**src/hw/rtl/pph_pkg.sv**
```systemverilog
package pph_pkg;

    localparam int unsigned TICK_W = 16;
    localparam int unsigned BYTE_W = 8;

    typedef enum logic [2:0] {
        ACT_TICK       = 3'd0,
        ACT_WRITE_BYTE = 3'd1,
        ACT_WRITE_BIT  = 3'd2,
        ACT_STROBE     = 3'd3,
        ACT_ONLINE     = 3'd4
    } action_t;

    typedef enum logic [1:0] {
        PH_IDLE      = 2'd0,
        PH_TO_ACK    = 2'd1,
        PH_TO_UNBUSY = 2'd2,
        PH_TO_ACKHI  = 2'd3
    } phase_t;

    typedef enum logic [1:0] {
        REG_BUSY_TO_ACK_LOW   = 2'd0,
        REG_ACK_LOW_TO_UNBUSY = 2'd1,
        REG_UNBUSY_TO_ACK_HI  = 2'd2
    } reg_index_t;

    localparam logic [TICK_W-1:0] RST_BUSY_TO_ACK_LOW   = 16'd10;
    localparam logic [TICK_W-1:0] RST_ACK_LOW_TO_UNBUSY = 16'd7;
    localparam logic [TICK_W-1:0] RST_UNBUSY_TO_ACK_HI  = 16'd5;

    typedef struct packed {
        logic [TICK_W-1:0] busy_to_ack_low;
        logic [TICK_W-1:0] ack_low_to_unbusy;
        logic [TICK_W-1:0] unbusy_to_ack_hi;
    } timing_t;

    typedef struct packed {
        logic [2:0]        action;
        logic [BYTE_W-1:0] byte_value;
        logic [2:0]        bit_index;
        logic              level;
    } item_t;

    typedef struct packed {
        logic              ack_level;
        logic              busy_level;
        logic              paper_end_level;
        logic              fault_level;
        logic [BYTE_W-1:0] data_latch;
        logic              print_valid;
        logic [BYTE_W-1:0] print_byte;
    } result_t;

endpackage

```
**src/hw/rtl/pph_cfg_regs.sv**
```systemverilog
module pph_cfg_regs (
    input  logic                clk,
    input  logic                rst_n,
    input  logic                cfg_valid,
    output logic                cfg_ready,
    input  logic [1:0]          cfg_index,
    input  logic [15:0]         cfg_data,
    output pph_pkg::timing_t    timing
);

    pph_pkg::timing_t timing_reg;
    pph_pkg::timing_t timing_next;

    assign cfg_ready = 1'b1;
    assign timing    = timing_reg;

    always_comb
    begin
        timing_next = timing_reg;
        if (cfg_valid)
        begin
            unique case (pph_pkg::reg_index_t'(cfg_index))
                pph_pkg::REG_BUSY_TO_ACK_LOW:   timing_next.busy_to_ack_low   = cfg_data;
                pph_pkg::REG_ACK_LOW_TO_UNBUSY: timing_next.ack_low_to_unbusy = cfg_data;
                pph_pkg::REG_UNBUSY_TO_ACK_HI:  timing_next.unbusy_to_ack_hi  = cfg_data;
                default: ; // Indexes past the register list are dropped.
            endcase
        end
    end

    always_ff @(posedge clk or negedge rst_n)
    begin
        if (!rst_n)
        begin
            timing_reg.busy_to_ack_low   <= pph_pkg::RST_BUSY_TO_ACK_LOW;
            timing_reg.ack_low_to_unbusy <= pph_pkg::RST_ACK_LOW_TO_UNBUSY;
            timing_reg.unbusy_to_ack_hi  <= pph_pkg::RST_UNBUSY_TO_ACK_HI;
        end
        else
        begin
            timing_reg <= timing_next;
        end
    end

endmodule

```
**src/hw/rtl/pph_in_stage.sv**
```systemverilog
module pph_in_stage (
    input  logic           clk,
    input  logic           rst_n,
    input  logic           in_valid,
    output logic           in_stall,
    input  pph_pkg::item_t in_item,
    output logic           item_valid,
    output pph_pkg::item_t item,
    input  logic           item_take
);

    logic           valid_reg;
    logic           valid_next;
    pph_pkg::item_t item_reg;

    // The held transaction leaves whenever the next stage takes it, so the
    // slot frees up in the same cycle and a new item can enter.
    assign in_stall   = valid_reg && !item_take;
    assign item_valid = valid_reg;
    assign item       = item_reg;

    always_comb
    begin
        valid_next = valid_reg;
        if (!in_stall)
        begin
            valid_next = in_valid;
        end
    end

    always_ff @(posedge clk or negedge rst_n)
    begin
        if (!rst_n)
        begin
            valid_reg <= 1'b0;
        end
        else
        begin
            valid_reg <= valid_next;
        end
    end

    always_ff @(posedge clk)
    begin
        if (in_valid && !in_stall)
        begin
            item_reg <= in_item;
        end
    end

endmodule

```
**src/hw/rtl/pph_core.sv**
```systemverilog
module pph_core (
    input  logic             clk,
    input  logic             rst_n,
    input  pph_pkg::timing_t timing,
    input  logic             item_valid,
    input  pph_pkg::item_t   item,
    output logic             item_take,
    output logic             out_valid,
    input  logic             out_stall,
    output pph_pkg::result_t result
);

    pph_pkg::phase_t   phase_reg, phase_next;
    logic [15:0]       cnt_reg, cnt_next;
    logic [7:0]        data_reg, data_next;
    logic              strobe_reg, strobe_next;
    logic              busy_reg, busy_next;
    logic              ack_reg, ack_next;
    logic              paper_end_reg, paper_end_next;
    logic              fault_reg, fault_next;
    logic              out_valid_reg, out_valid_next;
    pph_pkg::result_t  result_reg, result_next;

    pph_pkg::action_t  act;
    logic              step;
    logic              tick_step;
    logic [15:0]       cnt_dec;
    logic              phase_end;
    logic              start;
    logic              printed;

    assign item_take = !out_valid_reg || !out_stall;
    assign step      = item_valid && item_take;
    assign act       = pph_pkg::action_t'(item.action);
    assign out_valid = out_valid_reg;
    assign result    = result_reg;

    // A countdown already at zero stays there, so a zero delay ends the
    // phase on the first tick just like a delay of one.
    assign tick_step = step && (act == pph_pkg::ACT_TICK) && (phase_reg != pph_pkg::PH_IDLE);
    assign cnt_dec   = (cnt_reg != 16'd0) ? (cnt_reg - 16'd1) : cnt_reg;
    assign phase_end = tick_step && (cnt_dec == 16'd0);
    assign start     = step && (act == pph_pkg::ACT_STROBE) && strobe_reg && !item.level
                       && !busy_reg && (phase_reg == pph_pkg::PH_IDLE);
    assign printed   = phase_end && (phase_reg == pph_pkg::PH_TO_ACK);

    // Handshake phase and countdown.
    always_comb
    begin
        phase_next = phase_reg;
        cnt_next   = cnt_reg;
        if (start)
        begin
            phase_next = pph_pkg::PH_TO_ACK;
            cnt_next   = timing.busy_to_ack_low;
        end
        else if (tick_step)
        begin
            cnt_next = cnt_dec;
            if (phase_end)
            begin
                unique case (phase_reg)
                    pph_pkg::PH_TO_ACK:
                    begin
                        phase_next = pph_pkg::PH_TO_UNBUSY;
                        cnt_next   = timing.ack_low_to_unbusy;
                    end
                    pph_pkg::PH_TO_UNBUSY:
                    begin
                        phase_next = pph_pkg::PH_TO_ACKHI;
                        cnt_next   = timing.unbusy_to_ack_hi;
                    end
                    pph_pkg::PH_TO_ACKHI:
                    begin
                        phase_next = pph_pkg::PH_IDLE;
                        cnt_next   = 16'd0;
                    end
                    default: ;
                endcase
            end
        end
    end

    // Line flags, data register and the result of this transaction.
    always_comb
    begin
        data_next      = data_reg;
        strobe_next    = strobe_reg;
        busy_next      = busy_reg;
        ack_next       = ack_reg;
        paper_end_next = paper_end_reg;
        fault_next     = fault_reg;
        if (step)
        begin
            unique case (act)
                pph_pkg::ACT_TICK:
                begin
                    if (phase_end)
                    begin
                        unique case (phase_reg)
                            pph_pkg::PH_TO_ACK:    ack_next  = 1'b0;
                            pph_pkg::PH_TO_UNBUSY: busy_next = 1'b0;
                            pph_pkg::PH_TO_ACKHI:  ack_next  = 1'b1;
                            default: ;
                        endcase
                    end
                end
                pph_pkg::ACT_WRITE_BYTE: data_next = item.byte_value;
                pph_pkg::ACT_WRITE_BIT:  data_next[item.bit_index] = item.level;
                pph_pkg::ACT_STROBE:
                begin
                    strobe_next = item.level;
                    if (start)
                    begin
                        busy_next = 1'b1;
                    end
                end
                pph_pkg::ACT_ONLINE:
                begin
                    paper_end_next = item.level;
                    fault_next     = item.level;
                    busy_next      = !item.level;
                end
                default: ; // Unused action codes only report the state.
            endcase
        end

        result_next.ack_level       = ack_next;
        result_next.busy_level      = busy_next;
        result_next.paper_end_level = paper_end_next;
        result_next.fault_level     = fault_next;
        result_next.data_latch      = data_next;
        result_next.print_valid     = printed;
        result_next.print_byte      = printed ? data_reg : 8'd0;

        out_valid_next = out_valid_reg;
        if (step)
        begin
            out_valid_next = 1'b1;
        end
        else if (!out_stall)
        begin
            out_valid_next = 1'b0;
        end
    end

    always_ff @(posedge clk or negedge rst_n)
    begin
        if (!rst_n)
        begin
            phase_reg     <= pph_pkg::PH_IDLE;
            cnt_reg       <= 16'd0;
            data_reg      <= 8'd0;
            strobe_reg    <= 1'b1;
            busy_reg      <= 1'b1;
            ack_reg       <= 1'b1;
            paper_end_reg <= 1'b0;
            fault_reg     <= 1'b0;
            out_valid_reg <= 1'b0;
        end
        else
        begin
            phase_reg     <= phase_next;
            cnt_reg       <= cnt_next;
            data_reg      <= data_next;
            strobe_reg    <= strobe_next;
            busy_reg      <= busy_next;
            ack_reg       <= ack_next;
            paper_end_reg <= paper_end_next;
            fault_reg     <= fault_next;
            out_valid_reg <= out_valid_next;
        end
    end

    always_ff @(posedge clk)
    begin
        if (step)
        begin
            result_reg <= result_next;
        end
    end

endmodule

```
**src/hw/rtl/parallel_printer_handshake.sv**
```systemverilog
// Channel   Handshake           Payload
// -------   -----------------   ------------------------------------------------
// input     in_valid/in_stall   action, byte_value, bit_index, level
// result    out_valid/out_stall ack_level, busy_level, paper_end_level,
//                               fault_level, data_latch, print_valid, print_byte
// config    cfg_valid/cfg_ready cfg_index, cfg_data
//
// One transaction per cycle while out_stall is low; a taken input waits in the input
// register until the core takes it and loads the result register. Reset brings ack,
// busy and strobe high, timings to 10, 7, 5 and other state low; the item and
// result registers are not reset. A stalled result holds the result register and
// backs up through the input register. cfg_ready is always high.
module parallel_printer_handshake (
    input  logic        clk,
    input  logic        rst_n,

    input  logic        in_valid,
    output logic        in_stall,
    input  logic [2:0]  action,
    input  logic [7:0]  byte_value,
    input  logic [2:0]  bit_index,
    input  logic        level,

    output logic        out_valid,
    input  logic        out_stall,
    output logic        ack_level,
    output logic        busy_level,
    output logic        paper_end_level,
    output logic        fault_level,
    output logic [7:0]  data_latch,
    output logic        print_valid,
    output logic [7:0]  print_byte,

    input  logic        cfg_valid,
    output logic        cfg_ready,
    input  logic [1:0]  cfg_index,
    input  logic [15:0] cfg_data
);

    pph_pkg::timing_t timing;
    pph_pkg::item_t   in_item;
    pph_pkg::item_t   item;
    logic             item_valid;
    logic             item_take;
    pph_pkg::result_t result;

    assign in_item.action     = action;
    assign in_item.byte_value = byte_value;
    assign in_item.bit_index  = bit_index;
    assign in_item.level      = level;

    pph_cfg_regs u_cfg (
        .clk       (clk),
        .rst_n     (rst_n),
        .cfg_valid (cfg_valid),
        .cfg_ready (cfg_ready),
        .cfg_index (cfg_index),
        .cfg_data  (cfg_data),
        .timing    (timing)
    );

    pph_in_stage u_in (
        .clk        (clk),
        .rst_n      (rst_n),
        .in_valid   (in_valid),
        .in_stall   (in_stall),
        .in_item    (in_item),
        .item_valid (item_valid),
        .item       (item),
        .item_take  (item_take)
    );

    pph_core u_core (
        .clk        (clk),
        .rst_n      (rst_n),
        .timing     (timing),
        .item_valid (item_valid),
        .item       (item),
        .item_take  (item_take),
        .out_valid  (out_valid),
        .out_stall  (out_stall),
        .result     (result)
    );

    assign ack_level       = result.ack_level;
    assign busy_level      = result.busy_level;
    assign paper_end_level = result.paper_end_level;
    assign fault_level     = result.fault_level;
    assign data_latch      = result.data_latch;
    assign print_valid     = result.print_valid;
    assign print_byte      = result.print_byte;

endmodule
```
**config.mk**
```make
export PLATFORM = sky130hd
export DESIGN_NAME = parallel_printer_handshake
export DESIGN_NICKNAME = d
export VERILOG_FILES = /design/src/hw/rtl/pph_pkg.sv /design/src/hw/rtl/pph_cfg_regs.sv /design/src/hw/rtl/pph_in_stage.sv /design/src/hw/rtl/pph_core.sv /design/src/hw/rtl/parallel_printer_handshake.sv
export SDC_FILE = /design/constraint.sdc
export NUM_CORES = 1
export LEC_CHECK = 0
export ABC_AREA = 1
export BUFFER_PORTS_ARGS = -buffer_cell sky130_fd_sc_hd__buf_2
export CORE_MARGIN = 5
export CORE_UTILIZATION = 49
export CTS_CLUSTER_SIZE = 24
export DETAILED_ROUTE_END_ITERATION = 10
export PLACE_DENSITY = 0.68
export SYNTH_ARGS = -nofsm -noshare
export SYNTH_HDL_FRONTEND = slang
export SYNTH_SLANG_ARGS = --single-unit
```
**constraint.sdc**
```tcl
create_clock -name clk -period 2.5 [get_ports clk]
set_clock_uncertainty 0.15 [all_clocks]
set_input_delay 0.5 -clock clk [delete_from_list [all_inputs] [get_ports clk]]
set_output_delay 0.5 -clock clk [all_outputs]
set_load 0.005 [all_outputs]
```
==> results of run 1 <==
[synthesized netlist by cell type (all sizes together)]
master / number / share of area, %
nor2: 41 / 4.6
nand2: 218 / 15
a22oi: 7 / 0.92
clkbuf: 18 / 1.2
o21ai: 83 / 7.3
nand4: 2 / 0.22
dfrtp: 71 / 31
buf: 7 / 0.90
nand3b: 2 / 0.26
a21boi: 1 / 0.13
o22ai: 8 / 0.88
o211ai: 1 / 0.13
dfstp: 10 / 4.6
xnor2: 1 / 0.15
nor3: 15 / 1.4
inv: 78 / 5.1
nand3: 67 / 6.1
edfxtp: 36 / 19
xor2: 3 / 0.46
o21bai: 1 / 0.13
o21a: 1 / 0.13
conb: 1 / 0.066
and2: 1 / 0.11
ha: 2 / 0.44
[area by class of cell]
cell class                      count  area, um2
Fill cell                         981       4397
Sequential cell                   117       3122
Clock inverter                     11      96.34
Clock buffer                       21      493.0
Tap cell                          143      178.9
Timing Repair Buffer               93      578.1
Inverter                           78      292.8
Multi-Input combinational cell    456       2261
[through the flow]
stage / area (um2) / worst slack [ps]
3_5_place_dp: 6260 / 5.222
5_1_grt: 7022 / -102.7
6_report: 7022 / 33.63
3_3_place_gp: 6260 / 65.57
4_1_cts: 6862 / 18.43
2_1_floorplan: 5719 / 56.16
[worst reg2reg max path: stages (launching register included)]
cell	delay, ps
dfrtp_1	380
inv_2	120
ha_4	160
nand2_4	80
nor2_4	170
nand2_1	70
nand2_1	70
nand2_2	70
o21bai_1	180
nand3_2	150
nor2_8	160
nand2_4	80
nor2_4	250
nand2_8	130
nor2_2	110
[cell families after synthesis]
group,after synthesis,share of synthesized area [%]
AOI/OAI and AO/OA,102,9.582
xor gates and xnor gates,4,0.6127
adders and majority gates,2,0.4375
buffers and inverters,103,7.197
DFF,117,54.56
other,1,0.06557
and+or+nand+nor,346,27.54
[repair_timing]
action                                  in CTS  in global routing
resized for setup                            1                 21
buffers inserted                             0                 10
gates cloned                                 0                  1
pin swaps                                    0                 10
hold buffers                                 1                  0
hold endpoints to repair                    19                  0
endpoints found under the setup margin       2                 29
[layer usage]
| layer | global-route usage [%] | part of all wire, % |
|---|---|---|
| met2 | 31.15 | 47 |
| met3 | 5.238 | 6.1 |
| met1 | 27.03 | 46 |
| met4 | 7.312 | 1.1 |
| met5 | 0 | 0 |
[power by group through the flow]
| stage | registers (mW) | clock network, mW | logic, mW |
|---|---|---|---|
| after floorplan | 2.69 | 0 | 1.82 |
| after global placement | 2.75 | 0 | 2.43 |
| after detailed placement | 2.77 | 0 | 2.46 |
| after CTS | 2.74 | 2.41 | 2.47 |
| after global routing | 2.80 | 2.50 | 3.02 |
| final | 2.74 | 2.37 | 2.68 |
[path summary, 6_finish.rpt]
path / from / to / slack [ps] / depth (start not counted)
worst min register to register: u_core.strobe_reg / u_core.strobe_reg / 330 / 2
worst min-delay path: action[1] / u_in.item[13] / 100 / 1
worst max-delay path: u_core.cnt_reg[0] / u_core.result[6] / 30 / 14
min in group asynchronous: rst_n / u_cfg.timing[3] / 420 / 2
max in group asynchronous: rst_n / u_core.cnt_reg[2] / 1150 / 3
worst max register to register: u_core.cnt_reg[0] / u_core.result[6] / 30 / 14
==> results.md, run 1 <==
* Final ANT Viol Nets at 0
* Initial antenna violation count at 0
* Maxcap violations at 0
* Root Buffer: clkbuf_16
* CP endpoint kind: flip-flop
* Syn nets at around 700
* Non-filler cells, final at roughly 920
* Grt ovf at 0
* Clock network latency to the later pin of the worst-skew pair at 420 ps
* Sequential share of the synthesized area at a little over half
* Synth Area per Inst at 8.473 um2
* Most frequent cells in the layout: nand2_1, o21ai_0, inv_1, dfrtp_1, nand3_1
* Crit-path leading delay family: simple AND/OR/NAND/NOR gates
* DP Wirelength at 9290 um
* Critical path type: flip-flop to flip-flop
* Synth Cell Area at 5719 um2
* Tmin final at between 2000 and 2500 ps
* Crit-path cells: inv_2 > ha_4 > nand2_4 > nor2_4 > nand2_1 > nand2_1 > nand2_2 > o21bai_1 > nand3_2 > nor2_8 > nand2_4 > nor2_4 > nand2_8 > nor2_2
* YS warnings at 0
* Outcome: finished clean
* Vias in the first global route at about 4,700
* Worst setup SP type: flip-flop
* Critical path peak fanout at 6
* First-pass GRT wire length at 22,560 um
* Cell count after synthesis at 675
* Starting DRT DRC Count at 540
* Final period util at between 90% and 100%
* Netlist cell types at 36
* WL final at 13,390 um
* Leak Pwr at 3.552 nW
* CP required at 2630 ps
* Commonest non-fill, non-tap cell in the layout: nand2_1
* Worst hold slack at 102.3 ps
* #FFs+latches synth at 117
* Die Ht at 118.0 um
* Die area at 13,930 um2
* Total chip power at 7.800 mW
* # diodes at 0
* Buffers on Ports at 60
* Maximum vdd drop at 0.8351 mV
* Placed Cells at ~900
* Switching Share at 37.06%
* Worst-Margin Slew at 619.3 ps
* Worst Path Arrival at between 2000 and 3000 ps
* Clock sinks at ~120
* Achievable Freq at 405.5 MHz
* Slew Limit Fails at 0
* Worst slew margin at 58.67%
* # setup viols final at 0
* Total CTS buffers at 17
* Core Region at 11,420 um2
* DR vias at 4,726
* Layout cells sized above 1 at 23.20%
* Largest net degree at the start of global routing at 53
* Max Buffers Root-to-Sink at 2
* DRT Pass-1 Iters at 5
* Hold Crit Class: input pin to flip-flop
* Clock Pin Slew Worst Setup and Hold Paths at 60 ps
* WL per Instance at 14.57 um
* Pwr/cell area at between 1000 and 1500 nW/um2
* Cell Int Power at 4.910 mW
* Gp weighted congestion at roughly 0.93
* CP max stage delay at between 300 and 400 ps
* Clock power share at 30.4%
* Crit-path slowest cell: dfrtp_1
* TritonCTS clock tree: yes
* Ports at 62
* Area grow syn2layout at 22.77%
* CP bufs+invs at 1
* FP Rows at 39
* H-tree Lvls at 4
* Final Hold Viols at 0
* Final Util at 61.49%
* Largest register FFs at between 40 and 50
* Nets at 803
* Part of the power in registers at 35.2%
* Initial core utilization at between 50% and 60%
* Final TNS setup at 0 ps
* RSZ-0062 raised after global routing: yes
* Combinational power share at 34.4%
* Die span in x at 118.0 um
* Vias per cell at roughly 5.1
* P_sw at 2.890 mW
* Total Routing Usage GR at 20.01%
* Drt drc at 0
No activity file was read; power rests on OpenSTA's default activity.
==> run 2: changes to the inputs <==
--- a/config.mk
+++ b/config.mk
@@ -12,6 +12,7 @@
 export CTS_CLUSTER_SIZE = 24
 export DETAILED_ROUTE_END_ITERATION = 10
 export PLACE_DENSITY = 0.68
+export SETUP_SLACK_MARGIN = 0.5
 export SYNTH_ARGS = -nofsm -noshare
 export SYNTH_HDL_FRONTEND = slang
 export SYNTH_SLANG_ARGS = --single-unit
==> constraint.sdc (replaced) <==
create_clock -name clk -period 2.3 [get_ports clk]
set_clock_uncertainty 0.15 [all_clocks]
set_input_delay 0.46 -clock clk [delete_from_list [all_inputs] [get_ports clk]]
set_output_delay 0.46 -clock clk [all_outputs]
set_load 0.005 [all_outputs]
==> run 2 against run 1 <==
  * The run now ends with negative setup slack left
  * Die area did not move
  * Count of clock-buffer cells in the layout up 6
  * Fmax increased by 2.7%
  * First-iteration DRC count is 20% lower
  * Cell count is 2.1% higher
  * Critical path type unchanged
==> results.md, run 2 (same netlist as run 1, synthesis figures left out) <==
* Outcome: finished, violations left
* Failing checks: negative setup slack
* Hold Crit Class: input pin to flip-flop
* WL per Instance at 15.92 um (+9.3%)
* Final period util at 104.4% (+5.7 points)
* Grt ovf at 0 (unchanged)
* Setup WS post-layout at -100.6 ps (-134.2 ps)
* Final Util at 66.75% (+5.3 points)
* Dpl ws at -76.45 ps (-81.68 ps)
* FP Rows at 39 (unchanged)
* Crit-path cells: nor2_4 > nand2_2 > nor2_4 > nand2_4 > buf_4 > o21ai_1 > nand3_2 > nor2_4 > buf_6 > clkbuf_16 > nand3_2 > nand3_1 > nand2_1 > nand2_1
* Combinational power share at 39.6% (+5.2 points)
* Initial core utilization at 50.09% (unchanged)
* Filler cells at 902 (-8.1%)
* Final Hold Viols at 0 (unchanged)
* Maxcap violations at 0 (unchanged)
* Switching Share at 37.67% (+0.61 points)
* Worst-case reg-to-reg path depth at 14 (unchanged)
* Initial antenna violation count at 0 (unchanged)
* CP bufs+invs at 3 (+2)
* R2R setup slack at -100 ps (-130 ps)
* Drt drc at 0 (unchanged)
* Critical path type: flip-flop to flip-flop
* Largest net degree at the start of global routing at 48 (-9.4%)
* Most frequent cells in the layout: nand2_1, o21ai_0, inv_1
* Worst setup SP type: flip-flop
* Worst-Margin Slew at 623.1 ps (+3.741 ps)
* CP max stage delay at 460 ps (+80 ps)
* Critical path peak fanout at 8 (+2)
* Total chip power at 9.598 mW (+23%)
* Commonest non-fill, non-tap cell in the layout: nand2_1
* Largest register FFs at 48 (unchanged)
* # setup viols final at 26 (+26)
* # diodes at 0 (unchanged)
* Total Routing Usage GR at 21.13% (+1.1 points)
* Worst Hold Launch: byte_value[6]
* Max Buffers Root-to-Sink at 2 (unchanged)
* H-tree Lvls at 4 (unchanged)
* Ports at 62 (unchanged)
* Vias in the first global route at 4,914 (+5.1%)
* Gp weighted congestion at 0.9352 (+1.1%)
* Critical Path Most Common Cell: nor2_4
* P_sw at 3.615 mW (+25%)
* Worst Path Arrival at 2610 ps (+20 ps)
* DP Wirelength at 9518 um (+2.5%)
* Hold endpoint: u_in.item[10]
* Achievable Freq at 416.6 MHz (+2.7%)
* Slew Limit Fails at 0 (unchanged)
* Root Buffer: clkbuf_16
* Maximum vdd drop at 0.8365 mV (+0.17%)
* Clock Pin Slew Worst Setup and Hold Paths at 60 ps (about the same)
* TritonCTS clock tree: yes
* Leak Pwr at 3.784 nW (+6.5%)
* Nets at 822 (+2.4%)
* Part of the power in registers at 31.3% (-3.9 points)
* Buffers on Ports at 60 (unchanged)
* Vias per cell at 5.424 (+5.5%)
* Worst hold slack at 65.11 ps (-37.18 ps)
* Total CTS buffers at 17 (unchanged)
* Die area at 13,930 um2 (unchanged)
* Worst flop-to-flop path endpoint: u_core.cnt_reg[15]
* Cell Int Power at 5.982 mW (+22%)
* Crit-path leading delay family: simple AND/OR/NAND/NOR gates
* RSZ-0062 raised after global routing: yes
* Crit-path slowest cell: dfrtp_2
* Clock network latency to the later pin of the worst-skew pair at 420 ps (about the same)
* Worst path depth at 14 (unchanged)
* CP required at 2510 ps (-120 ps)
* Area grow syn2layout at 33.27%
* CP endpoint kind: flip-flop
* Clock power share at 29.2% (-1.2 points)
* DR vias at 5,088 (+7.7%)
* Starting DRT DRC Count at 430 (-20%)
* DRT Pass-1 Iters at 5 (unchanged)
* Tmin final at 2401 ps (-65.80 ps)
* Core Region at 11,420 um2 (unchanged)
* First-pass GRT wire length at 23,850 um (+5.7%)
* Pwr/cell area at 1259 nW/um2 (+13%)
* WL final at 14,940 um (+12%)
* Reg2reg start: u_core.cnt_reg[7]
* Worst slew margin at 58.42% (-0.25 points)
* Die Ht at 118.0 um (unchanged)
* Die span in x at 118.0 um (unchanged)
* Hold Path Cell Cnt at 1 (unchanged)
* Layout cells sized above 1 at 32.58% (+9.4 points)
* Final ANT Viol Nets at 0 (unchanged)
* Clock sinks at 117 (unchanged)
[run 2: changes by cell type in the layout (fill, tap and decap cells not counted), moves of 3 or more]
cell / previous run / this run
nand3_2: 3 / 24
nor2_2: 9 / 12
nand3_4: 0 / 14
buf_4: 31 / 45
clkbuf_1: 1 / 4
nand2_2: 5 / 18
nand2_1: 208 / 195
nand3_1: 64 / 29
nor2_4: 11 / 14
buf_6: 0 / 3
nor2_1: 20 / 14
[run 2: cell type report]
cell class	instances	area (um2)	share of cell area, %
clock buffers	27	556.8	7.305
repair buffers	111	742.0	9.734
well taps	143	178.9	2.347
flip-flops and latches	117	3124	40.99
clock inverters	5	81.33	1.067
inverters	78	300.3	3.940
multi-input cells	457	2639	34.62
[run 2: per-stage QoR]
stage	cell area (um2)	setup TNS, ps	cells
floorplan	5837	-396.6	675
global placement	6451	0	885
detailed placement	6451	-701.4	885
CTS	7282	-35.99	935
global route	7622	-4684	938
finish	7622	-1465	938
[run 2: how the worst max path moves through the flow]
stage / slack [ps] / to / startpoint
final: -100 / u_core.cnt_reg[15] / u_core.cnt_reg[7]
after CTS: -10 / u_core.cnt_reg[5] / u_core.cnt_reg[1]
after floorplan: -50 / u_core.result[20] / out_stall
after global placement: 20 / u_core.result[4] / u_core.cnt_reg[0]
after detailed placement: -80 / u_core.result[4] / u_core.cnt_reg[1]
after global routing: -210 / u_core.cnt_reg[7] / u_core.cnt_reg[1]
[run 2: per-layer routing]
| layer | vias to the layer above | wire length, um | global-route usage (%) |
|---|---|---|---|
| met4 | 0 | 276 | 7.814 |
| met2 | 208 | 7473 | 34.16 |
| met1 | 2443 | 6286 | 27.62 |
| met3 | 29 | 899 | 5.142 |
| li1 | 2408 | - | - |
| met5 | - | 0 | 0 |
[run 2: power by group through the flow]
stage / clock (mW) / combinational [mW] / sequential, mW
2_1_floorplan: 0 / 2.03 / 2.93
3_3_place_gp: 0 / 2.90 / 2.99
3_5_place_dp: 0 / 2.93 / 3.00
4_1_cts: 2.84 / 3.25 / 2.99
5_1_grt: 2.94 / 4.13 / 3.04
6_report: 2.80 / 3.80 / 3.00
[run 2: timing repair]
action,in CTS,in global routing
buffers inserted,15,2
pin swaps,19,18
hold endpoints to repair,24,0
endpoints found under the setup margin,31,36
cloned,2,1
hold buffers,1,0
resized for setup,19,63
==> run 3: changes to the inputs <==
--- a/config.mk
+++ b/config.mk
@@ -11,7 +11,7 @@
 export CORE_UTILIZATION = 49
 export CTS_CLUSTER_SIZE = 24
 export DETAILED_ROUTE_END_ITERATION = 10
-export PLACE_DENSITY = 0.68
+export PLACE_DENSITY = 0.66
 export SETUP_SLACK_MARGIN = 0.5
 export SYNTH_ARGS = -nofsm -noshare
 export SYNTH_HDL_FRONTEND = slang
==> run 3 against run 2 <==
  * The flow still finishes with violations (negative setup slack)
  * Clock power decreased by 2%
  * Worst setup slack got worse by 22 ps
  * Fmax down 0.91%
  * Sequential share of layout area decreased by 0.41 points
  * Utilization up 0.72 points
  * Die area stayed put
  * Combinational power up 7.4%
  * First-iteration DRC count decreased by 17%
  * Cell count increased by 1.5%
  * Critical endpoint is now u_core.result[1]
  * Largest cell class unchanged
  * Highest routed layer unchanged
==> results.md, run 3 (same netlist as run 1, synthesis figures left out) <==
* Final Hold Viols at 0 (unchanged)
* Total chip power at 9.823 mW (+2.4%)
* H-tree Lvls at 4 (unchanged)
* Worst Path Arrival at 2560 ps (-50 ps)
* Area grow syn2layout at 34.72%
* Vias in the first global route at 5,007 (+1.9%)
* Total Routing Usage GR at 21.95% (+0.82 points)
* Failing checks: negative setup slack
* Largest net degree at the start of global routing at 57 (+19%)
* WL final at 14,950 um (about the same)
* Grt ovf at 0 (unchanged)
* Clock network latency to the later pin of the worst-skew pair at 420 ps (about the same)
* Critical path type: flip-flop to flip-flop
* # setup viols final at 28 (+7.7%)
* Worst slew margin at 60.80% (+2.4 points)
* R2R setup slack at -120 ps (-20 ps)
* Gp weighted congestion at 0.9114 (-2.5%)
* Tmin final at 2423 ps (+21.95 ps)
* Starting DRT DRC Count at 356 (-17%)
* Max Buffers Root-to-Sink at 2 (unchanged)
* Ports at 62 (unchanged)
* Total CTS buffers at 17 (unchanged)
* Final period util at 105.3% (+0.95 points)
* Root Buffer: clkbuf_16
* DR vias at 5,004 (-1.7%)
* Nets at 836 (+1.7%)
* Maxcap violations at 0 (unchanged)
* TritonCTS clock tree: yes
* Slew Limit Fails at 0 (unchanged)
* Worst Setup SP: u_core.cnt_reg[1]
* Commonest non-fill, non-tap cell in the layout: nand2_1
* Clock sinks at 117 (unchanged)
* Met3 Use GR at 6.151% (+1.0 points)
* Die area at 13,930 um2 (unchanged)
* Clock Pin Slew Worst Setup and Hold Paths at 60 ps (about the same)
* CP endpoint kind: flip-flop
* # diodes at 0 (unchanged)
* Layout cells sized above 1 at 34.36% (+1.8 points)
* Initial antenna violation count at 0 (unchanged)
* Met2 GRT Util at 34.05% (-0.11 points)
* RSZ-0062 raised after global routing: yes
* FP Rows at 39 (unchanged)
* Leak Pwr at 3.858 nW (+2.0%)
* Core Region at 11,420 um2 (unchanged)
* CP Capture Point: u_core.result[1]
* Worst flop-to-flop path endpoint: u_core.result[1]
* Hold Crit Class: input pin to flip-flop
* WL per Instance at 15.70 um (-1.4%)
* Pwr/cell area at 1275 nW/um2 (+1.3%)
* Setup WS post-layout at -122.5 ps (-21.95 ps)
* Critical path peak fanout at 7 (-1)
* Worst-Margin Slew at 587.3 ps (-35.77 ps)
* DRT Pass-1 Iters at 5 (unchanged)
* Drt drc at 0 (unchanged)
* Final Util at 67.48% (+0.72 points)
* Most frequent cells in the layout: nand2_1, o21ai_0, inv_1
* Final ANT Viol Nets at 0 (unchanged)
* Reg2reg start: u_core.cnt_reg[1]
* Largest register FFs at 48 (unchanged)
* Buffers on Ports at 60 (unchanged)
* Maximum vdd drop at 0.8136 mV (-2.7%)
* Die span in x at 118.0 um (unchanged)
* Vias per cell at 5.256 (-3.1%)
* Die Ht at 118.0 um (unchanged)
* Worst-case reg-to-reg path depth at 14 (unchanged)
* Initial core utilization at 50.09% (unchanged)
* DP Wirelength at 9700 um (+1.9%)
* First-pass GRT wire length at 24,700 um (+3.6%)
* Dpl ws at -152.5 ps (-76.02 ps)
* Busiest layer in global routing: met2
* Outcome: finished, violations left
* Grt met1 use at 29.25% (+1.6 points)
* Worst hold slack at 62.24 ps (-2.869 ps)
* CP required at 2430 ps (-80 ps)
* Achievable Freq at 412.8 MHz (-0.91%)
* Worst setup SP type: flip-flop
[run 3: changes by cell type in the layout (fill, tap and decap cells not counted), moves of 3 or more]
| cell | change |
|---|---|
| buf_8 | +3 |
| nand3_2 | +7 |
| buf_6 | +4 |
| nand3_4 | -11 |
| nand3_1 | +4 |
| buf_4 | +6 |
[run 3: how the worst min path moves through the flow]
stage                        startpoint                to  slack (ps)  cells past startpoint
after floorplan                   rst_n  u_cfg.timing[10]          10                      0
after global placement            rst_n   u_in.item_valid         260                      1
after detailed placement          rst_n  u_core.out_valid         270                      1
after CTS                     action[0]     u_in.item[12]          40                      1
final                     byte_value[2]      u_in.item[6]          60                      1
after global routing          action[0]     u_in.item[12]          40                      1
[run 3: worst max-delay path, cell delays in order, from the launching register on]
cell and delay, ps:
dfrtp_1 410, inv_2 100, buf_6 100, ha_4 150, nand2_4 60, nor2_4 150
nand2_4 120, buf_8 160, o21ai_4 60, nand3_2 100, nor2_4 210, nand2_4 90
nor2_4 170, nand2_4 130, nor2_2 110
[run 3: power breakdown]
group / internal (mW) / leakage, nW / switching [mW]
Sequential: 2.67 / 1.34 / 0.336
Combinational: 1.69 / 2.22 / 2.39
Clock: 1.80 / 0.303 / 0.940
Total: 6.16 / 3.86 / 3.67
[run 3: per-stage QoR]
step / TNS, ps / cells / area, um2
2_1_floorplan: -396.6 / 675 / 5837
3_3_place_gp: -1083 / 892 / 6504
3_5_place_dp: -2480 / 892 / 6504
4_1_cts: -157.6 / 943 / 7496
5_1_grt: -4514 / 952 / 7705
6_report: -1870 / 952 / 7705
[run 3: layout make-up]
cell class | instances | area (um2)
flip-flops and latches | 117 | 3127
fillers | 914 | 3714
inverters | 78 | 297.8
clock inverters | 11 | 147.6
repair buffers | 126 | 917.1
multi-input cells | 456 | 2565
well taps | 143 | 178.9
clock buffers | 21 | 471.7
[run 3: routing by layer]
metal	vias up	routed length (um)
met5	-	0
met4	0	324
met3	33	914
met2	164	7201
met1	2368	6509
li1	2439	-
[run 3: what timing repair did]
item,4_1_cts,5_1_grt
buffers inserted,16,8
endpoints found under the setup margin,36,31
pin swaps,27,27
hold buffers,1,0
hold endpoints to repair,22,0
resized for setup,58,30
gates cloned,2,1
